**src/rtl/assert_macros.svh**
```systemverilog
// Assertion macros shared by the awning guard RTL.
// Empty bodies when SYNTH is defined.
`ifndef ASSERT_MACROS_SVH
`define ASSERT_MACROS_SVH
`ifndef SYNTH
`define ASSERT_IMPL(label, clk, rst_n, prop) \
  label: assert property (@(posedge clk) disable iff (!rst_n) prop) else $error("%m failed");
`define ASSERT_NEXT(label, clk, rst_n, ante, cons) \
  label: assert property (@(posedge clk) disable iff (!rst_n) (ante) |=> (cons)) \
    else $error("%m failed");
`else
`define ASSERT_IMPL(label, clk, rst_n, prop)
`define ASSERT_NEXT(label, clk, rst_n, ante, cons)
`endif
`endif

```
**src/rtl/awg_pkg.sv**
```systemverilog
// Package for the awning guard: beat types, codes, constants.
// No dependencies.
`timescale 1ns / 1ps
package awg_pkg;
  localparam int unsigned GustSlotsDef = 4;
  localparam logic [1:0] KindPoll = 2'd0;
  localparam logic [1:0] KindTick = 2'd1;
  localparam logic [1:0] KindReport = 2'd2;
  localparam logic [1:0] MoveNone = 2'd0;
  localparam logic [1:0] MoveRaise = 2'd1;
  localparam logic [1:0] MoveLower = 2'd2;
  localparam logic [1:0] RegGust = 2'd0;
  localparam logic [1:0] RegRain = 2'd1;
  localparam logic [1:0] RegAuto = 2'd2;
  localparam logic [5:0] WindBase = 6'd39;
  localparam logic [15:0] SetpointOffs = 16'd8192;
  localparam logic [16:0] Step1000 = 17'd1000;
  localparam logic [17:0] Margin5000 = 18'd5000;

  typedef struct packed {
    logic [1:0]  kind;
    logic        button_pressed;
    logic [15:0] wind_pulses;
    logic        tick_gap;
    logic [15:0] wet_after;
    logic [15:0] wet_before;
    logic [15:0] wind_knob;
    logic [15:0] rain_knob;
    logic        move_interrupted;
  } in_beat_t;

  typedef struct packed {
    logic        warning;
    logic        alarm;
    logic [1:0]  move_request;
    logic        tent_is_down;
    logic        auto_mode;
    logic [15:0] rain_threshold;
    logic [15:0] wet_ratio;
  } out_beat_t;

  typedef struct packed {
    logic load;
    logic div_step;
    logic slot_step;
    logic finish;
  } cmd_t;

  typedef struct packed {
    logic div_last;
    logic slot_last;
  } sts_t;
endpackage

```
**src/rtl/awg_ctrl.sv**
```systemverilog
// Sequencer for the awning guard: handshake and step control.
// Depends on awg_pkg.
`timescale 1ns / 1ps
`include "assert_macros.svh"
module awg_ctrl (
  input  logic           clk_i,
  input  logic           rst_ni,
  input  logic           in_valid_i,
  output logic           in_ready_o,
  output logic           out_valid_o,
  input  logic           out_ready_i,
  input  awg_pkg::sts_t  sts_i,
  output awg_pkg::cmd_t  cmd_o
);
  typedef enum logic [4:0] {
    StIdle = 5'b00001,
    StDiv  = 5'b00010,
    StSlot = 5'b00100,
    StFin  = 5'b01000,
    StOut  = 5'b10000
  } state_e;

  state_e state_q, state_d;
  logic out_valid_q, out_valid_d;

  assign in_ready_o = (state_q == StIdle);
  assign out_valid_o = out_valid_q;

  always_comb begin
    state_d = state_q;
    out_valid_d = out_valid_q;
    cmd_o = '0;
    if (out_valid_q && out_ready_i) begin
      out_valid_d = 1'b0;
    end
    case (state_q)
      StIdle: begin
        if (in_valid_i) begin
          cmd_o.load = 1'b1;
          state_d = StDiv;
        end
      end
      StDiv: begin
        cmd_o.div_step = 1'b1;
        if (sts_i.div_last) begin
          state_d = StSlot;
        end
      end
      StSlot: begin
        cmd_o.slot_step = 1'b1;
        if (sts_i.slot_last) begin
          state_d = StFin;
        end
      end
      StFin: begin
        if (!out_valid_q || out_ready_i) begin
          cmd_o.finish = 1'b1;
          out_valid_d = 1'b1;
          state_d = StIdle;
        end
      end
      default: state_d = StIdle;
    endcase
  end

  always_ff @(posedge clk_i or negedge rst_ni) begin
    if (!rst_ni) begin
      state_q <= StIdle;
      out_valid_q <= 1'b0;
    end else begin
      state_q <= state_d;
      out_valid_q <= out_valid_d;
    end
  end

  `ASSERT_NEXT(a_load_div, clk_i, rst_ni, cmd_o.load, state_q == StDiv)
  `ASSERT_NEXT(a_fin_valid, clk_i, rst_ni, cmd_o.finish, out_valid_q)
  `ASSERT_IMPL(a_one_cmd, clk_i, rst_ni, $onehot0(cmd_o))
endmodule

```
**src/rtl/awg_dp.sv**
```systemverilog
// Datapath for the awning guard: serial divider, gust slot walk, state update.
// Depends on awg_pkg.
`timescale 1ns / 1ps
`include "assert_macros.svh"
module awg_dp #(
  parameter int unsigned GustSlots = awg_pkg::GustSlotsDef
) (
  input  logic                clk_i,
  input  logic                rst_ni,
  input  awg_pkg::in_beat_t   in_i,
  input  logic                cfg_we_i,
  input  logic [1:0]          cfg_idx_i,
  input  logic [15:0]         cfg_data_i,
  input  awg_pkg::cmd_t       cmd_i,
  output awg_pkg::sts_t       sts_o,
  output awg_pkg::out_beat_t  out_o
);
  localparam int unsigned SlotW = (GustSlots > 1) ? $clog2(GustSlots) : 1;
  localparam int unsigned CntW = $clog2(GustSlots + 1);

  logic [7:0]  gust_win_q, rain_sec_q;
  logic [15:0] auto_sec_q;
  logic        down_q, auto_q, down_d, auto_d;
  logic [15:0] thr_q, thr_d, sp_last_q, sp_blast_q, low_q, low_d, ratio_q;
  logic [7:0]  wet_q, wet_d;
  logic [7:0]  gust_q [GustSlots];
  logic [15:0] cd_q, cd_d;
  logic [1:0]  pend_q, pend_d;
  awg_pkg::in_beat_t b_q;
  awg_pkg::out_beat_t out_q, out_d;
  logic        act_q, clr_q;
  // divider
  logic [31:0] rem_q;
  logic [16:0] quo_q;
  logic [4:0]  dcnt_q;
  // slot walk
  logic [SlotW-1:0] scnt_q;
  logic [CntW-1:0]  busy_q;
  logic [SlotW-1:0] free_q;
  logic [32:0] shifted;
  logic [32:0] trial;

  // first step takes the overflow bit without a shift
  assign shifted = (dcnt_q == 5'd0) ? {1'b0, rem_q} : {rem_q, 1'b0};
  assign trial = shifted - {17'd0, b_q.wet_before};
  assign sts_o.div_last = (dcnt_q == 5'd16);
  assign sts_o.slot_last = (scnt_q == SlotW'(GustSlots - 1));
  assign out_o = out_q;

  // tick arithmetic
  logic [7:0]  delta;
  logic [5:0]  limit;
  logic        wind_over, rain_pre, alarm, pressed, is_tick;
  logic [15:0] ratio, sp;
  logic [16:0] diffp, diffn;
  logic        tick_alarm_rain;
  logic [1:0]  req;
  logic [7:0]  wet_base;

  always_comb begin
    delta = (b_q.tick_gap) ? 8'd0 :
            ((b_q.wind_pulses > 16'd255) ? 8'd255 : b_q.wind_pulses[7:0]);
    limit = awg_pkg::WindBase - {1'b0, b_q.wind_knob[15:11]};
    wind_over = {2'b0, limit} < delta;
    ratio = (b_q.wet_before == 16'd0) ? 16'hFFFF :
            (quo_q[16] ? 16'hFFFF : quo_q[15:0]);
    rain_pre = ratio < thr_q;
    sp = {1'b0, b_q.rain_knob[15:1]} + awg_pkg::SetpointOffs;
    diffp = {1'b0, sp} - {1'b0, sp_blast_q};
    diffn = {1'b0, sp_blast_q} - {1'b0, sp};
  end

  always_comb begin
    logic [15:0] t;
    logic [16:0] rm;
    t = thr_q;
    low_d = low_q;
    if (({1'b0, sp} > {1'b0, sp_blast_q} && diffp > awg_pkg::Step1000) ||
        ({1'b0, sp_blast_q} > {1'b0, sp} && diffn > awg_pkg::Step1000)) begin
      t = sp;
    end
    rm = {1'b0, ratio} - awg_pkg::Step1000;
    if (down_q) begin
      if (pressed) begin
        t = rm[16] ? 16'd0 : rm[15:0];
        if (t > sp) t = sp;
      end else begin
        if (t < sp) begin
          if ({2'b0, ratio} > {2'b0, sp} + awg_pkg::Margin5000) t = sp;
          else if ({2'b0, ratio} > {2'b0, t} + awg_pkg::Margin5000)
            t = t + awg_pkg::Step1000[15:0];
        end else begin
          t = sp;
        end
        low_d = 16'hFFFF;
      end
    end else if (auto_q) begin
      if (ratio < low_q) begin
        low_d = ratio;
        t = {1'b0, sp[15:1]} + {1'b0, ratio[15:1]};
      end
    end else begin
      t = sp;
    end
    thr_d = t;
  end

  always_comb begin
    wet_base = clr_q ? 8'd0 : wet_q;
    wet_d = rain_pre ? ((wet_base == 8'd255) ? 8'd255 : wet_base + 8'd1) : 8'd0;
    tick_alarm_rain = wet_d >= rain_sec_q;
    alarm = tick_alarm_rain ||
            (wind_over && (busy_q >= CntW'(GustSlots)));
    down_d = down_q;
    auto_d = auto_q;
    cd_d = cd_q;
    pend_d = pend_q;
    req = awg_pkg::MoveNone;
    if (down_q) begin
      if (alarm) begin
        pend_d = awg_pkg::MoveRaise;
        req = awg_pkg::MoveRaise;
      end
    end else if (alarm) begin
      cd_d = auto_sec_q;
    end else if (auto_q) begin
      if (cd_q != 16'd0) cd_d = cd_q - 16'd1;
      else begin
        pend_d = awg_pkg::MoveLower;
        req = awg_pkg::MoveLower;
      end
    end
    out_d = '0;
    out_d.tent_is_down = down_q;
    out_d.auto_mode = auto_q;
    out_d.rain_threshold = thr_q;
    out_d.wet_ratio = ratio_q;
    if (is_tick) begin
      out_d.warning = wind_over || rain_pre;
      out_d.alarm = alarm;
      out_d.move_request = req;
      out_d.rain_threshold = thr_d;
      out_d.wet_ratio = ratio;
    end
  end

  assign is_tick = act_q && (b_q.kind == awg_pkg::KindTick);
  assign pressed = b_q.button_pressed;

  always_ff @(posedge clk_i) begin
    if (cmd_i.load) begin
      b_q <= in_i;
      rem_q <= {16'd0, in_i.wet_after};
      quo_q <= '0;
    end else if (cmd_i.div_step) begin
      rem_q <= trial[32] ? shifted[31:0] : trial[31:0];
      quo_q <= {quo_q[15:0], ~trial[32]};
    end
    if (cmd_i.finish) begin
      out_q <= out_d;
    end
  end

  always_ff @(posedge clk_i or negedge rst_ni) begin
    if (!rst_ni) begin
      gust_win_q <= 8'd60;
      rain_sec_q <= 8'd10;
      auto_sec_q <= 16'd14400;
      down_q <= 1'b1;
      auto_q <= 1'b1;
      thr_q <= '0;
      sp_last_q <= '0;
      sp_blast_q <= '0;
      low_q <= 16'hFFFF;
      wet_q <= '0;
      cd_q <= '0;
      pend_q <= awg_pkg::MoveNone;
      ratio_q <= '0;
      act_q <= 1'b0;
      clr_q <= 1'b0;
      dcnt_q <= '0;
      scnt_q <= '0;
      busy_q <= '0;
      free_q <= '0;
      for (int i = 0; i < GustSlots; i++) gust_q[i] <= '0;
    end else begin
      if (cfg_we_i) begin
        case (cfg_idx_i)
          awg_pkg::RegGust: gust_win_q <= cfg_data_i[7:0];
          awg_pkg::RegRain: rain_sec_q <= cfg_data_i[7:0];
          awg_pkg::RegAuto: auto_sec_q <= cfg_data_i;
          default: ;
        endcase
      end
      if (cmd_i.load) begin
        dcnt_q <= '0;
        scnt_q <= '0;
        busy_q <= '0;
        free_q <= '0;
        act_q <= 1'b0;
        clr_q <= 1'b0;
        if (in_i.kind == awg_pkg::KindReport) begin
          if (pend_q == awg_pkg::MoveRaise) begin
            if (in_i.move_interrupted) auto_q <= 1'b0;
            else begin
              down_q <= 1'b0;
              cd_q <= auto_sec_q;
            end
            clr_q <= 1'b1;
          end else if (pend_q == awg_pkg::MoveLower) begin
            if (in_i.move_interrupted) auto_q <= 1'b0;
            down_q <= 1'b1;
            clr_q <= 1'b1;
          end
          pend_q <= awg_pkg::MoveNone;
        end else if ((in_i.kind == awg_pkg::KindPoll || in_i.kind == awg_pkg::KindTick)
                     && pend_q == awg_pkg::MoveNone) begin
          act_q <= 1'b1;
          if (in_i.button_pressed) begin
            auto_q <= 1'b0;
            down_q <= 1'b1;
            clr_q <= 1'b1;
          end
        end
      end
      if (cmd_i.div_step) begin
        dcnt_q <= dcnt_q + 5'd1;
      end
      if (cmd_i.slot_step) begin
        if (!sts_o.slot_last) scnt_q <= scnt_q + SlotW'(1);
        if (clr_q) begin
          gust_q[scnt_q] <= '0;
          if (is_tick) free_q <= scnt_q;
        end else if (is_tick) begin
          if (gust_q[scnt_q] != 8'd0) begin
            gust_q[scnt_q] <= gust_q[scnt_q] - 8'd1;
            busy_q <= busy_q + CntW'(1);
          end else begin
            free_q <= scnt_q;
          end
        end
      end
      if (cmd_i.finish) begin
        if (is_tick) begin
          ratio_q <= ratio;
          thr_q <= thr_d;
          low_q <= low_d;
          sp_blast_q <= sp_last_q;
          sp_last_q <= sp;
          wet_q <= wet_d;
          down_q <= down_d;
          auto_q <= auto_d;
          cd_q <= cd_d;
          pend_q <= pend_d;
          if (wind_over && busy_q < CntW'(GustSlots)) gust_q[free_q] <= gust_win_q;
        end else if (clr_q) begin
          wet_q <= '0;
        end
      end
    end
  end

  `ASSERT_IMPL(a_busy_range, clk_i, rst_ni, busy_q <= CntW'(GustSlots))
  `ASSERT_IMPL(a_pend_code, clk_i, rst_ni, pend_q != 2'd3)
  `ASSERT_NEXT(a_pend_ack, clk_i, rst_ni,
    cmd_i.load && in_i.kind == awg_pkg::KindReport, pend_q == awg_pkg::MoveNone)
endmodule

```
**src/rtl/awning_wind_rain_guard.sv**
```systemverilog
// Awning guard: each beat runs through the 17-step restoring divider and the walk
// over the gust slots before its result is registered; one beat at a time, and no
// new beat is taken until the previous one has left the finish state.
// Result waits in an output register; the next result is stored once it has left.
// Asynchronous active-low reset restores the register defaults and flags.
`timescale 1ns / 1ps
module awning_wind_rain_guard #(
  parameter int unsigned GUST_SLOTS = awg_pkg::GustSlotsDef
) (
  input  logic               clk_i,
  input  logic               rst_ni,
  input  logic               in_valid_i,
  output logic               in_ready_o,
  input  awg_pkg::in_beat_t  in_data_i,
  output logic               out_valid_o,
  input  logic               out_ready_i,
  output awg_pkg::out_beat_t out_data_o,
  input  logic               cfg_we_i,
  input  logic [1:0]         cfg_idx_i,
  input  logic [15:0]        cfg_data_i
);
  awg_pkg::cmd_t cmd;
  awg_pkg::sts_t sts;

  awg_ctrl u_ctrl (
    .clk_i, .rst_ni, .in_valid_i, .in_ready_o, .out_valid_o, .out_ready_i,
    .sts_i(sts), .cmd_o(cmd)
  );

  awg_dp #(.GustSlots(GUST_SLOTS)) u_dp (
    .clk_i, .rst_ni, .in_i(in_data_i), .cfg_we_i, .cfg_idx_i, .cfg_data_i,
    .cmd_i(cmd), .sts_o(sts), .out_o(out_data_o)
  );
endmodule
```
**config.mk**
```make
export PLATFORM = sky130hd
export DESIGN_NAME = awning_wind_rain_guard
export DESIGN_NICKNAME = d
export VERILOG_FILES = /design/src/rtl/awg_pkg.sv /design/src/rtl/awg_ctrl.sv /design/src/rtl/awg_dp.sv /design/src/rtl/awning_wind_rain_guard.sv
export VERILOG_INCLUDE_DIRS = /design/src /design/src/rtl
export SDC_FILE = /design/constraint.sdc
export NUM_CORES = 1
export LEC_CHECK = 0
export ABC_AREA = 1
export BUFFER_PORTS_ARGS = -buffer_cell sky130_fd_sc_hd__buf_2
export CAP_MARGIN = 10
export CORE_MARGIN = 5
export CORE_UTILIZATION = 40
export CTS_CLUSTER_DIAMETER = 150
export CTS_CLUSTER_SIZE = 12
export DETAILED_ROUTE_END_ITERATION = 8
export GPL_TIMING_DRIVEN = 0
export PLACE_DENSITY = 0.6
export SYNTH_ARGS = -nofsm -noshare
export SYNTH_HDL_FRONTEND = slang
export SYNTH_HIERARCHICAL = 1
export SYNTH_SLANG_ARGS = --single-unit
```
**constraint.sdc**
```tcl
create_clock -name clk_i -period 7.35 [get_ports clk_i]
set_clock_uncertainty 0.05 [all_clocks]
set_input_delay 1.1025 -clock clk_i [delete_from_list [all_inputs] [get_ports clk_i]]
set_output_delay 1.1025 -clock clk_i [all_outputs]
set_load 0.03 [all_outputs]
```
==> metrics list, run 1 <==
- Cells after Synth: 3291
* DRC violations left: 0
- Smallest setup slack after layout: 0.6007 ns
- The initial antenna violation count is 2.
- The library cell used most frequently in the layout, excluding fill and tap cells, is sky130_fd_sc_hd__nand2_1.
- The hold violation count in the final report is 0.
- The total overflow left after global routing is 0.
* Dominant register cell in the synthesized netlist: sky130_fd_sc_hd__dfrtp_1
- Cell at the root of the clock tree: sky130_fd_sc_hd__clkbuf_16
- Count of port buffers added during placement: 135
- Final setup violation count: 0
- Std-Cell Core Area: 60020 sq um
* Clock insertion delay at the later pin of the skew report: 0.62 ns
* Via count of the first global-routing pass: 21.10k
* Max Cap Violations: 0
- The cell area that synthesis handed to floorplanning was 24080 sq um.
- The die is 255.3 um wide.
- Total GRT Usage: 22.24%
* Met3 layer usage reported by global route: 3.574%
- Height of the die: 255.3 um
- For the worst setup path, the data required time is 7.66 ns.
- Nature of the critical path startpoint: flip-flop
* Cell mode on critical path: sky130_fd_sc_hd__nand2_1
* Residual antenna-violating net count after detailed routing: 0
- The clock passes through at most 3 buffers.
* Slew at the pin closest to its max-slew limit: 0.9063 ns
- Clock Pin Slew Worst Setup and Hold Paths: 0.07 ns
- Unrepaired setup endpoints after global routing: no
- Register area share after synthesis: 36.47%
* CP top delay family: simple AND/OR/NAND/NOR gates
- Row count: 90
* Category of the critical setup timing path: reg2reg
- Initial detailed-routing violation count: 1843
- Area of the die: 65200 sq um
- Final worst-path cycle share: 91.83%
* Final WL: 75990 um
- Net count of the finished layout: 3772
- Fill cells in the final layout number 6208.
- Hold timing on the final database bottoms out at a slack of 0.4105 ns.
- Tightest Hold Check Type: reg2reg
- Post-place setup slack: 0.02100 ns
* Wire length of the first global-routing pass: 118100 um
- In this run, post-CTS hold repair placed 0 buffers.
- TritonCTS built the clock tree.
- Met1 layer usage reported by global route: 30.51%
- Average cell area after synthesis: 7.316 sq um
- Yosys mapped the design onto 60 distinct sky130hd cell types.
- The wire-length estimate of the detail-placed layout is 57270 um.
- Grt peak-use layer: met2
* GP Congestion: 0.9411
* Number of enable flip-flop cells after synthesis: 110
- The routed layout has 22.49k vias.
* Met2 track demand over resource: 36.03%
- Fraction of registers with async set or reset after synthesis: 57.19%
- The slowest stage of the critical path belongs to the cell sky130_fd_sc_hd__ha_2.
* Ports: 148
* Starting Density: 40.11%
* Highest cell delay on the worst timing path: 0.54 ns
- For this design the ratio of total power to cell area is 409.3 nW/um^2.
- Static timing analysis puts the maximum clock frequency at 148.2 MHz.
- Maximum number of pins on one net before global-route repair: 113
* Yosys Warn Count: 6
- Max_slew headroom: 39.06%
- Of all nets on the critical path, the largest fanout is 10.
- Drt pass-1 iters: 8
- Placed cells: 4213
- Max H-tree Level: 1
- Fraction of synthesized cell area taken by the top area cell type: 16.84%
* Final Total Pwr: 11.00 mW
* TritonCTS Sinks: 334
- Final Non-Filler Cells: 4282
* Endpoint class of the critical path: flip-flop
- Crit path arrival time: 7.06 ns
* Synth area leader: sky130_fd_sc_hd__dfrtp_1
* LEAKAGE: 13.03 nW
* Buffers and inverters on the worst path: 8
- Ratio of cells with drive above 1 in the final layout: 8.860%
- Number of CTS-inserted buffers: 31
- Final Max Slew Viols: 0
- From synthesis to final layout, the design area changed by 11.60%.
- After detailed routing, the number of vias per cell comes to 5.252.
- Synthesis-stage register bit count: 334
* Worst IR drop on VDD: 0.0002026 V
* Wire length per cell after detailed routing: 17.75 um
- The flow ran to the end, and the final reports show no timing, DRC or antenna violations.
- Ranked by total cell area, the synthesized netlist is headed by sky130_fd_sc_hd__dfrtp_1, sky130_fd_sc_hd__edfxtp_1, sky130_fd_sc_hd__nand2_1.
- The routed design could run at a clock period as short as 6.749 ns.
- Leaving out fill and tap cells, the most frequent cells in the layout are sky130_fd_sc_hd__nand2_1, sky130_fd_sc_hd__inv_1, sky130_fd_sc_hd__o21ai_0.
* Net Count, Synth: 3589
* Setup_tns: 0 ns
## report_power, final
group | switching (mW) | internal (mW)
Clock | 0.756 | 0.806
Sequential | 0.349 | 2.54
Combinational | 4.35 | 2.19
## timing repair
item,4_1_cts,5_1_grt
setup buffers,0,10
endpoints found under the setup margin,6,43
resized for setup,1,12
## cells by family (layout without fill, tap and decap cells)
kind of cell | count (synthesis) | in the layout | share of synthesized area [%]
and+or+nand+nor | 1302 | 1302 | 22.46
AOI/OAI and AO/OA | 770 | 770 | 17.85
buffers and inverters | 596 | 804 | 9.609
DFF | 334 | 334 | 36.47
adders and majority gates | 190 | 190 | 9.967
xor gates and xnor gates | 94 | 94 | 3.419
muxes | 5 | 5 | 0.2286
other | 0 | 1 | 0
## worst reg2reg max path, delay by kind of cell, from the launching register on
family | cells | cell delay [ns]
compound gates | 4 | 0.56
xor+xnor | 1 | 0.21
fa+ha+maj | 4 | 1.50
buf+inv | 8 | 1.08
flops | 1 | 0.53
simple gates | 25 | 2.55
## cells in the mapped netlist (all sizes together) (23+ instances only)
master  instances
o22ai          23
a21oi         181
inv           471
clkbuf         84
dfrtp         162
nand4          41
xor2           73
o211ai         40
nor2          249
o21ai         420
buf            32
dfxtp          33
ha            187
edfxtp        110
nand2         825
nor3           28
nand3         139
dfstp          29
## flip-flops by register name (all words and copies together) (netlist names), 2 cells and up
register,flops
u_dp/dcnt_q,5
u_dp/b_q,55
u_dp/rain_sec_q,8
u_dp/quo_q,17
u_dp/scnt_q,2
u_dp/cd_q,16
u_dp/gust_q,32
u_dp/low_q,16
u_dp/sp_blast_q,16
u_dp/thr_q,16
u_dp/ratio_q,16
u_dp/wet_q,8
u_dp/pend_q,2
u_dp/rem_q,32
u_dp/free_q,2
u_dp/busy_q,3
u_dp/gust_win_q,8
u_dp/out_o,38
u_ctrl/state_q,4
u_dp/auto_sec_q,16
u_dp/sp_last_q,16
## final timing paths
path | from | endpoint | slack, ns | depth (start not counted)
max | u_dp/b_q[15] | u_dp/out_o[27] | 0.60 | 42
min | u_dp/quo_q[16] | u_dp/quo_q[16] | 0.41 | 2
max reg2reg | u_dp/b_q[15] | u_dp/out_o[27] | 0.60 | 42
min reg2reg | u_dp/quo_q[16] | u_dp/quo_q[16] | 0.41 | 2
max in group asynchronous | rst_ni | u_dp/auto_sec_q[6] | 5.76 | 2
min in group asynchronous | rst_ni | u_dp/sp_blast_q[13] | 0.42 | 1
## per-stage QoR
step	utilization, %	instance area, sq um
final	44.77	26870
after detailed placement	43.07	25850
after floorplan	-	24080
after global routing	44.77	26870
after global placement	42.87	25730
after CTS	44.59	26760
## per-layer routing
metal | wire length (um) | part of all wire (%)
met5 | 7 | 0.0092
met4 | 2829 | 3.7
met3 | 4686 | 6.2
met2 | 34420 | 45
met1 | 34040 | 45
## area by class of cell
class / count / area (sq um) / area share (%)
clock inverters: 1 / 20.02 / 0.07450
inverters: 480 / 1813 / 6.747
well taps: 782 / 978.4 / 3.641
multi-input cells: 2361 / 13020 / 48.46
repair buffers: 151 / 860.8 / 3.204
flip-flops and latches: 334 / 8780 / 32.67
diodes: 1 / 2.502 / 0.009313
plain buffers: 115 / 511.7 / 1.904
clock buffers: 57 / 883.3 / 3.287
Note: power is estimated with default switching activity, not from simulation.
==> run 2: changes to the inputs <==
--- a/config.mk
+++ b/config.mk
@@ -18,5 +18,4 @@
 export PLACE_DENSITY = 0.6
 export SYNTH_ARGS = -nofsm -noshare
 export SYNTH_HDL_FRONTEND = slang
-export SYNTH_HIERARCHICAL = 1
 export SYNTH_SLANG_ARGS = --single-unit
==> run 2 against run 1 <==
- clock-buffer cell count stayed put
- cell count rose by 1.9%
- fmax fell by 2.6%
- critical endpoint is now u_dp.out_o[21]
- wire length rose by 4.9%
- power grew 11%
==> metrics list, run 2 <==
* Synthesis-stage register bit count: 334
* Row count: 90
- Layout Utilization: 45.17%
- The initial antenna violation count is 0.
- Via count of the first global-routing pass: 21.66k
- The critical path contains buffers and inverters numbering 5 combined.
* Clock Pin Slew Worst Setup and Hold Paths: 0.07 ns
- R2r startpoint: u_dp.b_q[12]
* Dominant register cell in the synthesized netlist: sky130_fd_sc_hd__dfrtp_1
- Area growth from synthesis to layout: 11.54%
- TritonCTS Sinks: 334
* Area of the die: 66280 sq um
* Combinational cell fraction of total power: 62.9%
- In this design, the stage delay of the slowest critical-path cell is 0.66 ns.
- # fillers: 6245
* Final critical path time including I/O delays and setup: 6.930 ns
* Net switching power: 6.270 mW
* Nature of the critical path startpoint: flip-flop
- Synthesis produced 3373 cells.
- Hpwl dp: 61860 um
- The root buffer cell chosen for the clock tree is sky130_fd_sc_hd__clkbuf_16.
- In this run the worst path has a maximum fanout of 10.
- Seq pwr share: 24.6%
- TritonCTS built the clock tree.
- The tightest min-delay check is of the reg2reg type.
- The congestion estimate from routability-driven global placement came to 0.9923.
- Max Cap Violations: 0
- The initial utilization of the core area, before any placement, comes to 40.50%.
- u_dp.b_q holds more flip-flops than any other register.
- Of the post-synthesis cell area, the part taken by muxes is 0.5313%.
* Std-Cell Core Area: 60470 sq um
- For this run, the number of Yosys warnings is 0.
- Number of flip-flops under the largest register name: 55
- Measured against its own limit, the worst slew margin works out to 24.45%.
* Worst IR drop on VDD: 0.0002207 V
* Number of vias in the routed layout: 23.13k
- Leaving out fill and tap cells, the most frequent cell in the layout is sky130_fd_sc_hd__nand2_1.
- Global routing used 23.18% of the available tracks across all layers.
- CP top delay family: simple AND/OR/NAND/NOR gates
- Final setup violation count: 0
- Start point of the worst hold path: u_dp.ratio_q[14]
- Summing the sequential cell areas from Yosys gives 35.85% of the chip area.
- Fraction of synthesized cell area taken by the top area cell type: 16.55%
- After the first detailed-routing iteration, the DRC count stood at 1850.
- The synthesized netlist devotes 2.932% of its cell area to XOR and XNOR gates.
* Global-route congestion overflow total: 0
- In the finished design, the share of the clock period the worst path needs comes to 94.29%.
- Count of port buffers added during placement: 135
- Commonest non-fill, non-tap cells in the layout: sky130_fd_sc_hd__nand2_1, sky130_fd_sc_hd__inv_1, sky130_fd_sc_hd__o21ai_0
- Cell internal power was estimated by the tool at 5.894 mW.
- Data arrives at the worst endpoint at 7.20 ns.
* Ratio of cells with drive above 1 in the final layout: 9.464%
* Most common cell in the netlist: sky130_fd_sc_hd__nand2_1
- Synth area leader: sky130_fd_sc_hd__dfrtp_1
- The number of nets handed over by synthesis was 3672.
- Count of cell types in the netlist: 63
- Post-synthesis compound-gate area fraction: 17.18%
- Start point of the critical path: u_dp.b_q[12]
- The first global-routing pass estimated 123700 um of wire.
* Wire length per cell after detailed routing: 18.27 um
- Relative contribution of the clock network to total power: 12.5%
- Clock insertion delay at the later pin of the skew report: 0.61 ns
- In the routed design, unresolved DRC markers number 0.
- Category of the critical setup timing path: reg2reg
- During I/O placement, the number of pins put on the boundary was 148.
- Via density per instance: 5.298
* Result of the run: finished, final reports clean
- For this run, the detailed router's first-pass iteration total came to 6.
* Clock buffer depth: 3
* Endpoints failing hold: 0
- A synthesized cell averages 7.261 sq um.
* Smallest setup slack after layout: 0.4197 ns
- Summed over all layers, the routed wires come to 79750 um.
- Arithmetic-cell share of the synthesized area counting full adders, half adders and majority gates: 9.850%
- Number of enable flip-flop cells after synthesis: 110
- LEAKAGE: 13.05 nW
* Maximum number of pins on one net before global-route repair: 113
- The slowest stage of the critical path belongs to the cell sky130_fd_sc_hd__edfxtp_1.
- Worst Path Required: 7.62 ns
- Slew at the pin closest to its max-slew limit: 1.129 ns
* Most numerous cell types in the synthesized netlist: sky130_fd_sc_hd__nand2_1, sky130_fd_sc_hd__inv_1, sky130_fd_sc_hd__o21ai_0, sky130_fd_sc_hd__nor2_1, sky130_fd_sc_hd__a21oi_1
* Endpoint class of the critical path: flip-flop
- Derived from the worst setup path, the maximum achievable clock frequency is 144.3 MHz.
* Height of the die: 257.4 um
* Number of CTS-inserted buffers: 31
- Largest cells by area after synthesis: sky130_fd_sc_hd__dfrtp_1, sky130_fd_sc_hd__edfxtp_1, sky130_fd_sc_hd__nand2_1
* Post-place setup slack: -0.6156 ns
- The detail route stage leaves a number of antenna-violating nets equal to 0.
- By area, the combinational part of the netlist is dominated by simple AND/OR/NAND/NOR gates.
- Final Max Slew Viols: 0
* Final Total Pwr: 12.16 mW
- In this run the power density over the cells is 445.3 nW/um^2.
- Die width: 257.4 um
* Max H-tree Level: 1
* Netlist area before placement: 24490 sq um
* Fraction of registers with async set or reset after synthesis: 57.19%
- Area share of and/or/nand/nor cells after synthesis: 24.05%
- For this run, the post-layout net count is 3856.
- Among the stages of the critical path, the cell type that occurs most often is sky130_fd_sc_hd__nand2_1.
* Switching share of power: 51.54%
run 2: path summary, 6_finish.rpt:
path                                    endpoint  slack, ns  cells after the start
worst max-delay path              u_dp.out_o[21]       0.42                     39
worst min-delay path            u_dp.ratio_q[14]       0.43                      2
worst max register to register    u_dp.out_o[21]       0.42                     39
worst min register to register  u_dp.ratio_q[14]       0.43                      2
max in group asynchronous         u_dp.low_q[13]       5.85                      3
min in group asynchronous         u_dp.thr_q[15]       0.50                      2
run 2: area by class of cell:
type	instances	area, sq um	area share (%)
antenna	1	2.502	0.009160
inverter	498	1877	6.870
clock buffer	57	873.3	3.197
sequential	334	8780	32.14
timing repair buffer	151	870.8	3.188
clock inverter	1	8.758	0.03206
multi-input combinational	2428	13430	49.17
tap	782	978.4	3.582
buffer	113	495.5	1.814
run 2: through the flow:
step                      hold slack, ns  cells  cell area, sq um  setup TNS (ns)
after global routing              0.4503   4364             27310       -0.004314
after floorplan                   0.4030   3373             24490               0
after global placement            0.4110   4290             26150          -12.91
after CTS                         0.4292   4352             27160               0
final                             0.4324   4365             27320               0
after detailed placement          0.4207   4294             26260          -11.71
run 2: cell families after synthesis:
| kind of cell | count (synthesis) |
|---|---|
| flops | 334 |
| mux | 12 |
| simple gates | 1390 |
| fa+ha+maj | 191 |
| compound gates | 753 |
| buf+inv | 611 |
| xor+xnor | 82 |
run 2: worst register-to-register path: cells and delay by family (launching register included):
| family | cells | cell delay, ns |
|---|---|---|
| fa+ha+maj | 3 | 1.06 |
| flops | 1 | 0.66 |
| buf+inv | 5 | 0.89 |
| simple gates | 28 | 3.38 |
| compound gates | 2 | 0.45 |
| xor+xnor | 1 | 0.16 |
run 2: repair_timing:
| item | 4_1_cts | 5_1_grt |
|---|---|---|
| endpoints found under the hold margin | 0 | 0 |
| pin swaps | 0 | 1 |
| buffers inserted | 0 | 12 |
| hold buffers | 0 | 0 |
| gates resized for setup | 6 | 20 |
| setup endpoints to repair | 26 | 34 |
run 2: per-layer routing:
| metal | vias up | share of wire, % | global-route usage [%] |
|---|---|---|---|
| met4 | 0 | 3.7 | 7.565 |
| met3 | 121 | 5.5 | 2.824 |
| met2 | 664 | 45 | 37.25 |
| met1 | 10760 | 46 | 32.68 |
| met5 | - | 0 | 0 |
| li1 | 11580 | - | - |
run 2: power groups by stage:
stage               combinational (mW)  sequential [mW]  clock, mW
global placement                  7.41             3.04          0
detailed placement                7.46             3.02          0
global route                      8.66             3.05       1.63
CTS                               7.51             2.99       1.56
finish                            7.65             2.99       1.52
floorplan                         5.52             2.89          0
==> run 3: changes to the inputs <==
--- a/config.mk
+++ b/config.mk
@@ -7,15 +7,15 @@
 export NUM_CORES = 1
 export LEC_CHECK = 0
 export ABC_AREA = 1
-export BUFFER_PORTS_ARGS = -buffer_cell sky130_fd_sc_hd__buf_2
 export CAP_MARGIN = 10
 export CORE_MARGIN = 5
 export CORE_UTILIZATION = 40
 export CTS_CLUSTER_DIAMETER = 150
 export CTS_CLUSTER_SIZE = 12
 export DETAILED_ROUTE_END_ITERATION = 8
+export DONT_BUFFER_PORTS = 1
 export GPL_TIMING_DRIVEN = 0
-export PLACE_DENSITY = 0.6
+export PLACE_DENSITY = 0.65
 export SYNTH_ARGS = -nofsm -noshare
 export SYNTH_HDL_FRONTEND = slang
 export SYNTH_SLANG_ARGS = --single-unit
==> run 3 against run 2 <==
- power decreased by 0.57%
- sequential power is essentially flat
- global-route usage is 0.71 points lower
- wire length shrank 3.0%
- worst setup slack got worse by 0.12 ns
- via count is 1.6% lower
- cell count shrank 3.3%
- critical endpoint is now u_dp.out_o[19]
- largest power group unchanged
==> metrics list, run 3 (same netlist as run 2, synthesis figures left out) <==
- Endpoints failing hold: 0
- Maximum number of pins on one net before global-route repair: 192
- Internal power comes to 5.871 mW.
- For this design the ratio of total power to cell area is 455.0 nW/um^2.
- Combinational cell fraction of total power: 62.3%
* Commonest non-fill, non-tap cells in the layout: sky130_fd_sc_hd__nand2_1, sky130_fd_sc_hd__inv_1, sky130_fd_sc_hd__o21ai_0
* Net count of the finished layout: 3715
* Smallest setup slack after layout: 0.3001 ns
- Worst reg-to-reg path cell count: 40
* Via density per instance: 5.389
- After filler insertion, the fill cell instance count of the layout stands at 6160.
- GP Congestion: 1.006
- TritonCTS built the clock tree.
- During I/O placement, the number of pins put on the boundary was 148.
- Hold_ws: 0.1433 ns
- The register with the most flip-flops in the final layout is u_dp.b_q.
* Seq pwr share: 25.0%
- The tree is rooted in a sky130_fd_sc_hd__clkbuf_16.
* Count of port buffers added during placement: 0
- The worst setup path is captured at a flip-flop.
- Nature of the critical path startpoint: flip-flop
- In this run the tightest slew margin relative to its limit is 19.19%.
- The cell that appears most often on the critical path is sky130_fd_sc_hd__nand2_1.
- The worst-case IR drop observed on VDD is 0.0002599 V.
- Clock Pin Slew Worst Setup and Hold Paths: 0.07 ns
- Cells with a size suffix above 1 make up 5.725% of the layout.
- The clock drives 334 sinks.
- Multi-input combinational cell area: 13430 sq um
* Final worst-path cycle share: 95.92%
- For this block, the initial DRC count from the detailed router was 2070.
- Height of the die: 257.4 um
* Max H-tree Level: 1
- The endpoint identified for the worst register-to-register timing path is u_dp.out_o[19].
- Hpwl dp: 59410 um
- Clock insertion delay at the later pin of the skew report: 0.62 ns
- In this design, the stage delay of the slowest critical-path cell is 0.47 ns.
- The floorplan has 90 rows.
- In this run the cell area measured after placement is 25550 sq um.
- Across the whole layout, storage elements account for 8780 sq um.
* Number of vias in the routed layout: 22.76k
- In the final routed layout, each cell accounts on average for 18.32 um.
- For this configuration, the core starts out at a cell density of 40.50%.
* Area of the die: 66280 sq um
- Tightest Hold Check Type: in2async
- The floorplan step defined a core boundary enclosing 60470 sq um.
- Slew at the pin closest to its max-slew limit: 1.203 ns
- Post-CTS Hold Buffers: 0
- Number of CTS-inserted buffers: 31
- Post-place setup slack: -0.5659 ns
- Summed over all nets, the switching power comes to 6.224 mW.
- Setup slack of the most critical reg-to-reg path: 0.30 ns
- Crit Path Max Fanout: 10
- For this block, the routed nets add up to 77380 um of wire.
- Residual antenna-violating net count after detailed routing: 0
- Worst Path Required: 7.65 ns
* Total GRT Usage: 22.48%
- Die width: 257.4 um
- Global routing finished with a remaining overflow of 0.
- Before antenna repair, the detailed router went through 5 iterations.
* LEAKAGE: 12.49 nW
- Final setup violation count: 0
- Unrepaired setup endpoints after global routing: yes
- Data arrives at the worst endpoint at 7.35 ns.
* Post-route cell area: 26580 sq um
- 0 antenna diodes ended up in the layout.
- Max-cap violations in this run came to 0.
- Final critical path time including I/O delays and setup: 7.050 ns
- The first global-routing pass estimated 120900 um of wire.
* R2r startpoint: u_dp.b_q[15]
- Timing would allow up to 141.8 MHz.
- Relative contribution of the clock network to total power: 12.7%
- Number of antenna violations at the first check in global routing: 0
* Clock buffer depth: 3
- After detailed routing, the number of remaining DRC violations is 0.
- The number of global-route vias before repair is 21.32k.
* Category of the critical setup timing path: reg2reg
- From synthesis to final layout, the design area changed by 8.542%.
- Number of flip-flops under the largest register name: 55
* Switching share of power: 51.46%
* Result of the run: finished, final reports clean
- Final Max Slew Viols: 0
* Most common cell after layout, fill and taps aside: sky130_fd_sc_hd__nand2_1
- The largest individual stage delay along the critical path comes from the cell sky130_fd_sc_hd__edfxtp_1.
==> run 3: timing repair <==
item                                    CTS  global route
endpoints found under the hold margin     0             0
resized for setup                         5            20
setup buffers                             0             6
endpoints found under the setup margin   26            38
==> run 3: worst max path at each step <==
stage / slack [ns] / from / endpoint
floorplan: 1.44 / u_dp.b_q[15] / u_dp.out_o[21]
global placement: -0.57 / u_dp.b_q[15] / u_dp.out_o[19]
detailed placement: -0.57 / u_dp.b_q[15] / u_dp.out_o[19]
CTS: 0.008 / u_dp.b_q[15] / u_dp.out_o[19]
global route: -0.009 / u_dp.b_q[15] / u_dp.out_o[19]
finish: 0.30 / u_dp.b_q[15] / u_dp.out_o[19]
==> run 3: power by group through the flow <==
| stage | clock network (mW) | registers (mW) | logic [mW] |
|---|---|---|---|
| after global routing | 1.66 | 3.07 | 8.49 |
| after CTS | 1.58 | 3.01 | 7.40 |
| final | 1.54 | 3.02 | 7.54 |
| after detailed placement | 0 | 3.03 | 7.34 |
| after global placement | 0 | 3.05 | 7.26 |
| after floorplan | 0 | 2.89 | 5.52 |
==> run 3: final cells by class <==
| class | instances | area share (%) |
|---|---|---|
| multi-input cells | 2428 | 50.53 |
| flip-flops and latches | 334 | 33.03 |
| inverters | 498 | 7.060 |
| well taps | 782 | 3.681 |
| clock buffers | 57 | 3.323 |
| plain buffers | 113 | 1.864 |
| repair buffers | 10 | 0.4424 |
| clock inverters | 1 | 0.07531 |
==> run 3: through the flow <==
| step | power, mW | util, % | TNS (ns) | std cells |
|---|---|---|---|---|
| 2_1_floorplan | 8.402 | - | 0 | 3373 |
| 3_3_place_gp | 10.31 | 42.12 | -9.521 | 4155 |
| 3_5_place_dp | 10.38 | 42.25 | -9.678 | 4159 |
| 4_1_cts | 11.99 | 43.77 | 0 | 4217 |
| 5_1_grt | 13.22 | 43.96 | -0.008572 | 4223 |
| 6_report | 12.09 | 43.96 | 0 | 4223 |
==> run 3: routing by layer <==
metal  vias up  wire (um)  track usage (%)
li1      11310          -                -
met1     10610      35560            31.90
met2       722      34610            36.09
met3       114       4792            2.902
met4         0       2414            6.645
met5         -          0                0
==> run 3: worst max-delay path, delay by kind of cell (launching register included) <==
kind                     cells  cell delay (ns)
XOR/XNOR                     1             0.16
flip-flops                   1             0.47
AO/OA/AOI/OAI                2             0.45
buffers and inverters        7             1.24
adder cells (fa/ha/maj)      4             1.28
AND/OR/NAND/NOR             26             3.11
